### src/sv/swvt_pkg.sv
// Shared constants, codes and controller/datapath interface types.
package swvt_pkg;

   localparam int CAPACITY_DEF  = 64;
   localparam int FRAC_BITS_DEF = 16;

   localparam int CMD_W    = 3;
   localparam int KEY_W    = 32;
   localparam int WT_W     = 32;
   localparam int IDX_W    = 6;
   localparam int STAT_W   = 2;
   localparam int RCOUNT_W = 7;
   localparam int OP_W     = 5;

   localparam logic [CMD_W-1:0] CMD_ADD        = 3'd0;
   localparam logic [CMD_W-1:0] CMD_ADD_ABSENT = 3'd1;
   localparam logic [CMD_W-1:0] CMD_NORM       = 3'd2;
   localparam logic [CMD_W-1:0] CMD_READ       = 3'd3;
   localparam logic [CMD_W-1:0] CMD_CLEAR      = 3'd4;

   localparam logic [STAT_W-1:0] STAT_OK    = 2'd0;
   localparam logic [STAT_W-1:0] STAT_FULL  = 2'd1;
   localparam logic [STAT_W-1:0] STAT_RANGE = 2'd2;

   localparam logic NORM_L1 = 1'b0;
   localparam logic NORM_L2 = 1'b1;

   // datapath operations
   localparam logic [OP_W-1:0] OP_NOP       = 5'd0;
   localparam logic [OP_W-1:0] OP_LOAD      = 5'd1;
   localparam logic [OP_W-1:0] OP_READ      = 5'd2;
   localparam logic [OP_W-1:0] OP_READ_IDX  = 5'd3;
   localparam logic [OP_W-1:0] OP_INC       = 5'd4;
   localparam logic [OP_W-1:0] OP_ADD_WR    = 5'd5;
   localparam logic [OP_W-1:0] OP_SET_POS   = 5'd6;
   localparam logic [OP_W-1:0] OP_INSERT    = 5'd7;
   localparam logic [OP_W-1:0] OP_READ_PREV = 5'd8;
   localparam logic [OP_W-1:0] OP_SHIFT_WR  = 5'd9;
   localparam logic [OP_W-1:0] OP_CLEAR     = 5'd10;
   localparam logic [OP_W-1:0] OP_SQUARE    = 5'd11;
   localparam logic [OP_W-1:0] OP_ACC_L1    = 5'd12;
   localparam logic [OP_W-1:0] OP_ACC_L2    = 5'd13;
   localparam logic [OP_W-1:0] OP_SQRT_INIT = 5'd14;
   localparam logic [OP_W-1:0] OP_SQRT_STEP = 5'd15;
   localparam logic [OP_W-1:0] OP_NORM_L1   = 5'd16;
   localparam logic [OP_W-1:0] OP_NORM_ROOT = 5'd17;
   localparam logic [OP_W-1:0] OP_DIV_START = 5'd18;
   localparam logic [OP_W-1:0] OP_DIV_WR    = 5'd19;
   localparam logic [OP_W-1:0] OP_RESP      = 5'd20;

   typedef struct packed {
      logic [OP_W-1:0]   op;
      logic [STAT_W-1:0] status;
      logic              ins;
      logic              rd;
   } dp_cmd_type;

   typedef struct packed {
      logic [CMD_W-1:0] cmd;
      logic             kind;
      logic             at_end;
      logic             at_pos;
      logic             key_lt;
      logic             key_eq;
      logic             full;
      logic             idx_ok;
      logic             norm_zero;
      logic             sqrt_done;
      logic             div_done;
      logic             out_free;
   } dp_stat_type;

endpackage

### src/sv/swvt_ctrl.sv
// Command sequencer: scan, shift-insert, indexed read, clear, normalize passes and response.
module swvt_ctrl (
   input  logic                  clock,
   input  logic                  reset,
   input  logic                  req_valid,
   output logic                  req_stall,
   input  swvt_pkg::dp_stat_type st,
   output swvt_pkg::dp_cmd_type  ctl
);
   import swvt_pkg::*;

   localparam logic [4:0] S_IDLE    = 5'd0;
   localparam logic [4:0] S_DISP    = 5'd1;
   localparam logic [4:0] S_SCAN_RD = 5'd2;
   localparam logic [4:0] S_SCAN_CP = 5'd3;
   localparam logic [4:0] S_SH_RD   = 5'd4;
   localparam logic [4:0] S_SH_WR   = 5'd5;
   localparam logic [4:0] S_RD_WAIT = 5'd6;
   localparam logic [4:0] S_N1_RD   = 5'd7;
   localparam logic [4:0] S_N1_A    = 5'd8;
   localparam logic [4:0] S_N1_B    = 5'd9;
   localparam logic [4:0] S_SQRT    = 5'd10;
   localparam logic [4:0] S_N_CHK   = 5'd11;
   localparam logic [4:0] S_N2_RD   = 5'd12;
   localparam logic [4:0] S_N2_ST   = 5'd13;
   localparam logic [4:0] S_N2_WT   = 5'd14;
   localparam logic [4:0] S_RESP    = 5'd15;

   logic [4:0]        state_ff, state_in;
   logic [STAT_W-1:0] status_ff, status_in;
   logic              ins_ff, ins_in;
   logic              rd_ff, rd_in;

   always_comb begin
      state_in   = state_ff;
      status_in  = status_ff;
      ins_in     = ins_ff;
      rd_in      = rd_ff;
      ctl.op     = OP_NOP;
      ctl.status = status_ff;
      ctl.ins    = ins_ff;
      ctl.rd     = rd_ff;
      unique case (state_ff)
         S_IDLE: begin
            if (req_valid) begin
               ctl.op    = OP_LOAD;
               status_in = STAT_OK;
               ins_in    = 1'b0;
               rd_in     = 1'b0;
               state_in  = S_DISP;
            end
         end
         S_DISP: begin
            case (st.cmd) inside
               CMD_ADD, CMD_ADD_ABSENT: state_in = S_SCAN_RD;
               CMD_NORM:                state_in = S_N1_RD;
               CMD_READ: begin
                  if (st.idx_ok) begin
                     ctl.op   = OP_READ_IDX;
                     state_in = S_RD_WAIT;
                  end else begin
                     status_in = STAT_RANGE;
                     state_in  = S_RESP;
                  end
               end
               CMD_CLEAR: begin
                  ctl.op   = OP_CLEAR;
                  state_in = S_RESP;
               end
               default: state_in = S_RESP;
            endcase
         end
         S_SCAN_RD: begin
            if (st.at_end) begin
               if (st.full) begin
                  status_in = STAT_FULL;
                  state_in  = S_RESP;
               end else begin
                  ctl.op   = OP_SET_POS;
                  state_in = S_SH_RD;
               end
            end else begin
               ctl.op   = OP_READ;
               state_in = S_SCAN_CP;
            end
         end
         S_SCAN_CP: begin
            if (st.key_lt) begin
               ctl.op   = OP_INC;
               state_in = S_SCAN_RD;
            end else if (st.key_eq) begin
               if (st.cmd == CMD_ADD) ctl.op = OP_ADD_WR;
               state_in = S_RESP;
            end else if (st.full) begin
               status_in = STAT_FULL;
               state_in  = S_RESP;
            end else begin
               ctl.op   = OP_SET_POS;
               state_in = S_SH_RD;
            end
         end
         // shift entries up from the tail down to the insert position
         S_SH_RD: begin
            if (st.at_pos) begin
               ctl.op   = OP_INSERT;
               ins_in   = 1'b1;
               state_in = S_RESP;
            end else begin
               ctl.op   = OP_READ_PREV;
               state_in = S_SH_WR;
            end
         end
         S_SH_WR: begin
            ctl.op   = OP_SHIFT_WR;
            state_in = S_SH_RD;
         end
         S_RD_WAIT: begin
            rd_in    = 1'b1;
            state_in = S_RESP;
         end
         S_N1_RD: begin
            if (st.at_end) begin
               if (st.kind == NORM_L1) begin
                  ctl.op   = OP_NORM_L1;
                  state_in = S_N_CHK;
               end else begin
                  ctl.op   = OP_SQRT_INIT;
                  state_in = S_SQRT;
               end
            end else begin
               ctl.op   = OP_READ;
               state_in = S_N1_A;
            end
         end
         S_N1_A: begin
            if (st.kind == NORM_L1) begin
               ctl.op   = OP_ACC_L1;
               state_in = S_N1_RD;
            end else begin
               ctl.op   = OP_SQUARE;
               state_in = S_N1_B;
            end
         end
         S_N1_B: begin
            ctl.op   = OP_ACC_L2;
            state_in = S_N1_RD;
         end
         S_SQRT: begin
            if (st.sqrt_done) begin
               ctl.op   = OP_NORM_ROOT;
               state_in = S_N_CHK;
            end else begin
               ctl.op = OP_SQRT_STEP;
            end
         end
         S_N_CHK: begin
            state_in = st.norm_zero ? S_RESP : S_N2_RD;
         end
         S_N2_RD: begin
            if (st.at_end) begin
               state_in = S_RESP;
            end else begin
               ctl.op   = OP_READ;
               state_in = S_N2_ST;
            end
         end
         S_N2_ST: begin
            ctl.op   = OP_DIV_START;
            state_in = S_N2_WT;
         end
         S_N2_WT: begin
            if (st.div_done) begin
               ctl.op   = OP_DIV_WR;
               state_in = S_N2_RD;
            end
         end
         S_RESP: begin
            if (st.out_free) begin
               ctl.op   = OP_RESP;
               state_in = S_IDLE;
            end
         end
         default: state_in = S_IDLE;
      endcase
   end

   always_ff @(posedge clock) begin
      if (reset) begin
         state_ff  <= S_IDLE;
         status_ff <= STAT_OK;
         ins_ff    <= 1'b0;
         rd_ff     <= 1'b0;
      end else begin
         state_ff  <= state_in;
         status_ff <= status_in;
         ins_ff    <= ins_in;
         rd_ff     <= rd_in;
      end
   end

   assign req_stall = state_ff != S_IDLE;
endmodule

### config.mk
export PLATFORM = sky130hd
export DESIGN_NAME = swvt_ctrl
export DESIGN_NICKNAME = d
export VERILOG_FILES = /design/src/sv/swvt_pkg.sv /design/src/sv/swvt_ctrl.sv
export SDC_FILE = /design/constraint.sdc
export NUM_CORES = 1
export LEC_CHECK = 0
export ABC_AREA = 1
export ABC_CLOCK_PERIOD_IN_PS = 2300
export BUFFER_PORTS_ARGS = -buffer_cell sky130_fd_sc_hd__buf_2
export CORE_MARGIN = 2
export CORE_UTILIZATION = 45
export CTS_CLUSTER_DIAMETER = 80
export DETAILED_ROUTE_END_ITERATION = 16
export PLACE_DENSITY = 0.7
export SETUP_SLACK_MARGIN = 0.1
export SYNTH_ARGS = -nofsm -noshare
export SYNTH_HDL_FRONTEND = slang
export SYNTH_SLANG_ARGS = --single-unit
### constraint.sdc
create_clock -name clock -period 2.3 [get_ports clock]
set_clock_uncertainty 0.2 [all_clocks]
set_input_delay 0.345 -clock clock [delete_from_list [all_inputs] [get_ports clock]]
set_output_delay 0.345 -clock clock [all_outputs]
set_load 0.03 [all_outputs]
==> tab_implementation.tex, run 1 <==
\begin{tabular}{lr}
\hline
Metric & Value \\
\hline
\multicolumn{2}{l}{\textbf{Worst setup path}} \\
\quad Required time at the worst-slack endpoint & 1.75 ns \\
\quad Worst setup path start & state\_ff[3] \\
\quad Kind of critical path & reg -> out \\
\quad Kind of end point of the critical path & primary output \\
\quad Worst-path fanout max & 6 \\
\quad Count of cells along the worst register-to-register path & 10 \\
\quad Kind of start point of the critical path & flop \\
\quad Arrival time worst endpoint & 1.63 ns \\
\quad R2r endpoint & state\_ff[2] \\
\quad Flop-to-flop setup slack & 0.64 ns \\
\quad Endpoint of the most critical setup path & ctl[7] \\
\quad Source of the worst register-to-register timing path & state\_ff[3] \\
\multicolumn{2}{l}{\textbf{Routing}} \\
\quad Via Count & 1416 \\
\quad Top sig layer & met4 \\
\quad Per-cell via count in the routed design & 5.575 \\
\quad Number of violations reported at the end of detailed-routing iteration 0 & 119 \\
\quad DRT met1 WL & 1406 um \\
\quad Router iterations before antenna repair & 5 \\
\quad Met3 Routed Length & 329 um \\
\quad Number of nets with antenna violations after routing & 0 \\
\quad Routed wl met2 & 1631 um \\
\quad WL final & 3492 um \\
\quad Avg WL per Cell & 13.75 um \\
\quad Remaining design rule violation count & 0 \\
\multicolumn{2}{l}{\textbf{Die}} \\
\quad Initial Utilization & 46.30\% \\
\quad I/O pins & 27 \\
\quad Die area & 2603 sq um \\
\quad Area of the core & 2148 sq um \\
\quad Die Ht & 51.02 um \\
\quad Width of the die & 51.02 um \\
\quad Row cnt & 17 \\
\multicolumn{2}{l}{\textbf{Timing}} \\
\quad Worst-case headroom to the max-slew limit & 82.84\% \\
\quad Setup repair after global routing missed its margin & yes \\
\quad Pins over their slew limit & 0 \\
\quad Number of failing setup endpoints in the final timing report & 0 \\
\quad Total Negative Setup Slacks & 0 ns \\
\quad Final critical-path share of the clock period & 94.48\% \\
\quad Endpoints failing hold & 0 \\
\quad Max Clk Rate & 460.2 MHz \\
\quad Time the final worst path needs with I/O delays and setup & 2.173 ns \\
\quad Worst Tran Pin Value & 0.2571 ns \\
\multicolumn{2}{l}{\textbf{Worst hold path}} \\
\quad Hold Path Cell Cnt & 2 \\
\quad Class of the most critical hold timing path & in -> reg \\
\multicolumn{2}{l}{\textbf{Synth}} \\
\quad Count of distinct cell types in the synthesized netlist & 24 \\
\quad Leading post-synthesis cells by cell area & sky130\_fd\_sc\_hd\_\_nand2\_1 (19\%), sky130\_fd\_sc\_hd\_\_dfxtp\_1 (16\%), sky130\_fd\_sc\_hd\_\_nor2\_1 (13\%) \\
\quad Synthesis-stage register bit count & 8 \\
\quad Synthesized netlist net count & 209 \\
\quad Post-synthesis cell type with the largest combined area & sky130\_fd\_sc\_hd\_\_nand2\_1 \\
\quad Total of warnings raised by yosys & 0 \\
\quad Proportion of netlist area held by the largest area contributor & 18.87\% \\
\quad Post-synthesis instance total & 192 \\
\quad Synthesized area & 994.7 sq um \\
\quad Mean area per synthesized cell & 5.181 sq um \\
\quad Sequential fraction of the synthesis area & 16.10\% \\
\multicolumn{2}{l}{\textbf{Clocking}} \\
\quad Maximum buffer depth of the clock tree & 2 \\
\quad Inserted Clock Buffers & 3 \\
\quad Clock latency on the worst-skew pair & 0.26 ns \\
\quad Number of buffers inserted for hold repair after clock tree synthesis & 0 \\
\quad Worst-path clk slew & 0.06 ns \\
\quad Number of clock sinks & 8 \\
\quad Root Driver & sky130\_fd\_sc\_hd\_\_clkbuf\_4 \\
\quad CTS H-tree lvls & 1 \\
\quad TritonCTS clock tree & done \\
\multicolumn{2}{l}{\textbf{Power}} \\
\quad Total power draw & 1.618 mW \\
\quad Static leakage & 0.7276 nW \\
\quad Worst vdd rail ir drop & 0.7487 mV \\
\quad Pwr dens & 1220 nW/um\^{}2 \\
\multicolumn{2}{l}{\textbf{Finish}} \\
\quad Count of filler cells inserted in the layout & 209 \\
\quad Fin nets & 245 \\
\quad Commonest non-fill, non-tap cell in the layout & sky130\_fd\_sc\_hd\_\_nand2\_1 \\
\quad Relative area change from synthesis to final layout & 33.33\% \\
\quad Diode count & 0 \\
\quad Top library cells by usage in the layout, fill and taps aside & sky130\_fd\_sc\_hd\_\_nand2\_1 (47), sky130\_fd\_sc\_hd\_\_inv\_1 (28), sky130\_fd\_sc\_hd\_\_nor2\_1 (28) \\
\quad Util after Layout & 61.74\% \\
\quad Ratio of cells with drive above 1 in the final layout & 30.97\% \\
\multicolumn{2}{l}{\textbf{Global routing}} \\
\quad Total global-route track usage & 26.55\% \\
\quad Vias in the first global route & 1213 \\
\quad Global-route wire length before repair & 5313 um \\
\quad Largest net degree at the start of global routing & 8 \\
\quad Antenna violations before repair & 0 \\
\quad Total overflow reported by the global router & 0 \\
\multicolumn{2}{l}{\textbf{Place}} \\
\quad RD Place Congestion & 1.026 \\
\quad Half-perimeter wire length after detailed placement & 2640 um \\
\quad Number of input and output port buffers inserted & 26 \\
\multicolumn{2}{l}{\textbf{Run status}} \\
\quad Run status & complete, no violations \\
\multicolumn{2}{l}{\textbf{Flow run}} \\
\quad Number of maximum-capacitance violations & 0 \\
\hline
\end{tabular}
==> layer usage <==
metal	vias up	track usage, %
met3	24	4.386
li1	680	-
met2	112	45.45
met4	0	8.559
met1	600	33.63
met5	-	0
==> repair_timing <==
action / CTS / global route
pin swaps: 1 / 5
gates resized for setup: 7 / 26
endpoints found under the setup margin: 5 / 5
setup buffers: 1 / 6
==> Yosys cell counts, drive strengths merged <==
cell	instances
nand2	54
nor2	40
inv	34
nand3	19
a21oi	11
o21ai	10
dfxtp	8
nor3	3
o211ai	3
buf	2
nand4	2
a31oi	1
nand3b	1
nor3b	1
nor4	1
o2111ai	1
o311ai	1
==> worst max-delay path, stage by stage (launching register included) <==
cell                       delay (ns)
sky130_fd_sc_hd__dfxtp_4         0.41
sky130_fd_sc_hd__inv_6           0.06
sky130_fd_sc_hd__nor2_4          0.19
sky130_fd_sc_hd__nand2_4         0.08
sky130_fd_sc_hd__nor2_4          0.13
sky130_fd_sc_hd__inv_2           0.04
sky130_fd_sc_hd__o211ai_1        0.08
sky130_fd_sc_hd__inv_1           0.09
sky130_fd_sc_hd__o311ai_2        0.07
sky130_fd_sc_hd__buf_4           0.21
==> per-stage QoR <==
step                cell area (sq um)  setup WS (ns)  instances  hold WS [ns]
floorplan                       994.7         0.3671        192        0.2141
global placement                 1145         0.2074        244        0.2497
detailed placement               1145         0.1992        244        0.2607
CTS                              1189        0.09215        248        0.1238
global route                     1326        0.06674        254        0.1273
finish                           1326         0.1269        254        0.1219
==> sequential cells by signal, indices dropped and copies added, names as in the netlist <==
signal	flops
state_ff	4
status_ff	2
rd_ff	1
ins_ff	1
==> report_power, final <==
group          switching [mW]  internal [mW]  total [mW]
logic                   0.806          0.410        1.22
clock network          0.0543         0.0601       0.114
registers              0.0874          0.200       0.288
==> how the worst min path moves through the flow <==
stage	start	end	slack [ns]
final	reset	state_ff[3]	0.12
after global placement	status_ff[1]	status_ff[1]	0.25
after global routing	reset	state_ff[3]	0.13
after floorplan	reset	ins_ff	0.21
after detailed placement	rd_ff	rd_ff	0.26
after CTS	reset	state_ff[3]	0.12
==> logic make-up after synthesis <==
kind of cell,count (synthesis),share of synthesized area [%]
buffers and inverters,36,14.34
flip-flops,8,16.10
AO/OA/AOI/OAI,27,15.60
AND/OR/NAND/NOR,121,53.96
==> cell type report <==
| cell class | count | area (sq um) | area share (%) |
|---|---|---|---|
| Tap cell | 28 | 35.03 | 2.642 |
| Inverter | 34 | 132.6 | 10.00 |
| Timing Repair Buffer | 33 | 187.7 | 14.15 |
| Multi-Input combinational cell | 148 | 773.2 | 58.30 |
| Sequential cell | 8 | 175.2 | 13.21 |
| Clock buffer | 3 | 22.52 | 1.698 |
No activity file was read; power rests on OpenSTA's default activity.
==> run 2: changes to the inputs <==
- ABC_CLOCK_PERIOD_IN_PS: 2300 -> 2000
- CORE_MARGIN: 2 -> 10
- clock period: 2.3 -> 2 ns (I/O delays scaled with it)
==> run 2 against run 1 <==
Net effect:
- routed wire length is 25% higher
- via count is 6.7% higher
- largest power group unchanged
- combinational power grew 45%
- the flow now finishes with violations (setup timing)
- setup slack lost 0.23 ns
- clock power increased by 18%
- critical path depth is 2 lower
==> tab_implementation.tex, run 2 (synthesis results as in run 1) <==
\begin{tabular}{lr}
\hline
Metric & Value \\
\hline
\multicolumn{2}{l}{\textbf{Worst setup path}} \\
\quad Worst setup path start & state\_ff[1] \\
\quad Worst-path fanout max & 4 (-2) \\
\quad Kind of end point of the critical path & primary output \\
\quad Required time at the worst-slack endpoint & 1.50 ns (-0.25 ns) \\
\quad Kind of start point of the critical path & flop \\
\quad Arrival time worst endpoint & 1.61 ns (-0.02 ns) \\
\quad Kind of critical path & reg -> out \\
\quad Source of the worst register-to-register timing path & state\_ff[1] \\
\multicolumn{2}{l}{\textbf{Clocking}} \\
\quad Maximum buffer depth of the clock tree & 2 (unchanged) \\
\quad CTS H-tree lvls & 1 (unchanged) \\
\quad Root Driver & sky130\_fd\_sc\_hd\_\_clkbuf\_4 \\
\quad TritonCTS clock tree & done \\
\quad Clock latency on the worst-skew pair & 0.27 ns (about the same) \\
\quad Inserted Clock Buffers & 3 (unchanged) \\
\quad Number of clock sinks & 8 (unchanged) \\
\quad Worst-path clk slew & 0.07 ns (about the same) \\
\multicolumn{2}{l}{\textbf{Finish}} \\
\quad Relative area change from synthesis to final layout & 56.86\% \\
\quad Util after Layout & 77.17\% (+15 points) \\
\quad Number of flip-flops in the largest register & 4 (unchanged) \\
\quad Top Registers & state\_ff: 4 flops, status\_ff: 2 flops \\
\quad Most flops, register & state\_ff \\
\quad Top library cells by usage in the layout, fill and taps aside & sky130\_fd\_sc\_hd\_\_nand2\_1 (42), sky130\_fd\_sc\_hd\_\_inv\_1 (26), sky130\_fd\_sc\_hd\_\_nor2\_1 (25) \\
\quad Fin nets & 256 (+4.5\%) \\
\quad Count of non-filler cells in the finished layout & 264 (+3.9\%) \\
\quad Ratio of cells with drive above 1 in the final layout & 40.93\% (+10 points) \\
\quad Commonest non-fill, non-tap cell in the layout & sky130\_fd\_sc\_hd\_\_nand2\_1 \\
\quad Diode count & 0 (unchanged) \\
\multicolumn{2}{l}{\textbf{Timing}} \\
\quad Pins over their slew limit & 0 (unchanged) \\
\quad Max Clk Rate & 474.7 MHz \\
\quad Setup repair after global routing missed its margin & yes \\
\quad Worst Setup Slack, final & -0.1067 ns (-0.2337 ns) \\
\quad Total Negative Setup Slacks & -0.3383 ns (-0.3383 ns) \\
\quad Worst Tran Pin Value & 0.3125 ns (+0.05542 ns) \\
\quad Final critical-path share of the clock period & 105.3\% \\
\quad Final worst hold slack & 0.07376 ns (-0.04818 ns) \\
\quad Endpoints failing hold & 0 (unchanged) \\
\quad Time the final worst path needs with I/O delays and setup & 2.107 ns \\
\quad Number of failing setup endpoints in the final timing report & 4 (+4) \\
\quad Worst-case headroom to the max-slew limit & 78.95\% (-3.9 points) \\
\multicolumn{2}{l}{\textbf{Die}} \\
\quad Die area & 4491 sq um (+73\%) \\
\quad Area of the core & 2022 sq um (-5.9\%) \\
\quad I/O pins & 27 (unchanged) \\
\quad Initial Utilization & 49.20\% (+2.9 points) \\
\quad Row cnt & 16 (-1) \\
\quad Width of the die & 67.02 um (+31\%) \\
\quad Die Ht & 67.02 um (+31\%) \\
\multicolumn{2}{l}{\textbf{Place}} \\
\quad RD Place Congestion & 0.9405 (-8.4\%) \\
\quad Half-perimeter wire length after detailed placement & 3047 um (+15\%) \\
\quad Worst slack at placement & -0.004212 ns (-0.2034 ns) \\
\quad \# placed instances & 250 (+2.5\%) \\
\quad Number of input and output port buffers inserted & 26 (unchanged) \\
\multicolumn{2}{l}{\textbf{Global routing}} \\
\quad Total overflow reported by the global router & 0 (unchanged) \\
\quad Antenna violations before repair & 0 (unchanged) \\
\quad Most heavily used metal layer in global routing & met2 \\
\quad Vias in the first global route & 1322 (+9.0\%) \\
\quad Largest net degree at the start of global routing & 8 (unchanged) \\
\quad Total global-route track usage & 16.99\% (-9.6 points) \\
\quad Global Route met1 Usage & 20.50\% (-13 points) \\
\quad Met2 track demand over resource in global routing & 26.78\% (-19 points) \\
\quad Met3 Usage GRT & 6.020\% (+1.6 points) \\
\quad Global-route wire length before repair & 6072 um (+14\%) \\
\multicolumn{2}{l}{\textbf{Routing}} \\
\quad Via Count & 1511 (+6.7\%) \\
\quad Number of nets with antenna violations after routing & 0 (unchanged) \\
\quad Router iterations before antenna repair & 4 (-1) \\
\quad WL final & 4353 um (+25\%) \\
\quad Remaining design rule violation count & 0 (unchanged) \\
\quad Per-cell via count in the routed design & 5.723 (+2.7\%) \\
\quad Avg WL per Cell & 16.49 um (+20\%) \\
\quad Number of violations reported at the end of detailed-routing iteration 0 & 152 (+28\%) \\
\multicolumn{2}{l}{\textbf{Worst hold path}} \\
\quad Source of the worst hold timing path & reset \\
\quad Class of the most critical hold timing path & in -> reg \\
\multicolumn{2}{l}{\textbf{Power}} \\
\quad Worst vdd rail ir drop & 1.342 mV (+79\%) \\
\quad Pwr dens & 1440 nW/um\^{}2 (+18\%) \\
\quad Static leakage & 0.8099 nW (+11\%) \\
\multicolumn{2}{l}{\textbf{Run status}} \\
\quad Violated checks & setup timing \\
\quad Run status & finished with violations \\
\multicolumn{2}{l}{\textbf{Flow run}} \\
\quad Number of maximum-capacitance violations & 0 (unchanged) \\
\hline
\end{tabular}
-- run 2: final timing paths --
check / endpoint / slack, ns / depth (start not counted)
worst min register to register: rd_ff / 0.26 / 2
worst max register to register: status_ff[0] / 0.25 / 9
worst max-delay path: ctl[7] / -0.11 / 7
worst min-delay path: state_ff[0] / 0.07 / 2
-- run 2: layout make-up --
cell class              instances  area [sq um]
multi-input cells             148         854.6
well taps                      27         33.78
repair buffers                 44         331.6
flip-flops and latches          8         175.2
clock buffers                   3         22.52
fillers                       152         461.7
inverters                      34         142.6
-- run 2: per-layer routing --
metal	vias to the layer above	wire length, um
li1	705	-
met1	668	1648
met2	116	1986
met3	22	524
met4	0	194
met5	-	0
-- run 2: worst max-delay path: stages, from the launching register on --
cell	delay [ns]
sky130_fd_sc_hd__dfxtp_4	0.37
sky130_fd_sc_hd__buf_6	0.12
sky130_fd_sc_hd__nor2_2	0.13
sky130_fd_sc_hd__nand2_1	0.16
sky130_fd_sc_hd__nor2_2	0.19
sky130_fd_sc_hd__nor3_2	0.07
sky130_fd_sc_hd__o311ai_2	0.08
sky130_fd_sc_hd__buf_4	0.20
-- run 2: power breakdown --
| group | internal (mW) | switching [mW] | leakage, nW |
|---|---|---|---|
| logic | 0.703 | 1.07 | 0.728 |
| clock network | 0.0692 | 0.0649 | 0.0138 |
| registers | 0.231 | 0.110 | 0.0683 |
-- run 2: stage by stage --
stage / area, sq um / power, mW
after detailed placement: 1196 / 1.591
final: 1560 / 2.246
after global routing: 1560 / 2.390
after floorplan: 994.7 / 1.173
after global placement: 1196 / 1.578
after CTS: 1386 / 1.995
-- run 2: repair_timing --
action	4_1_cts	5_1_grt
hold buffers	0	0
pin swaps	7	7
buffers inserted	8	6
setup endpoints to repair	5	7
resized for setup	35	34
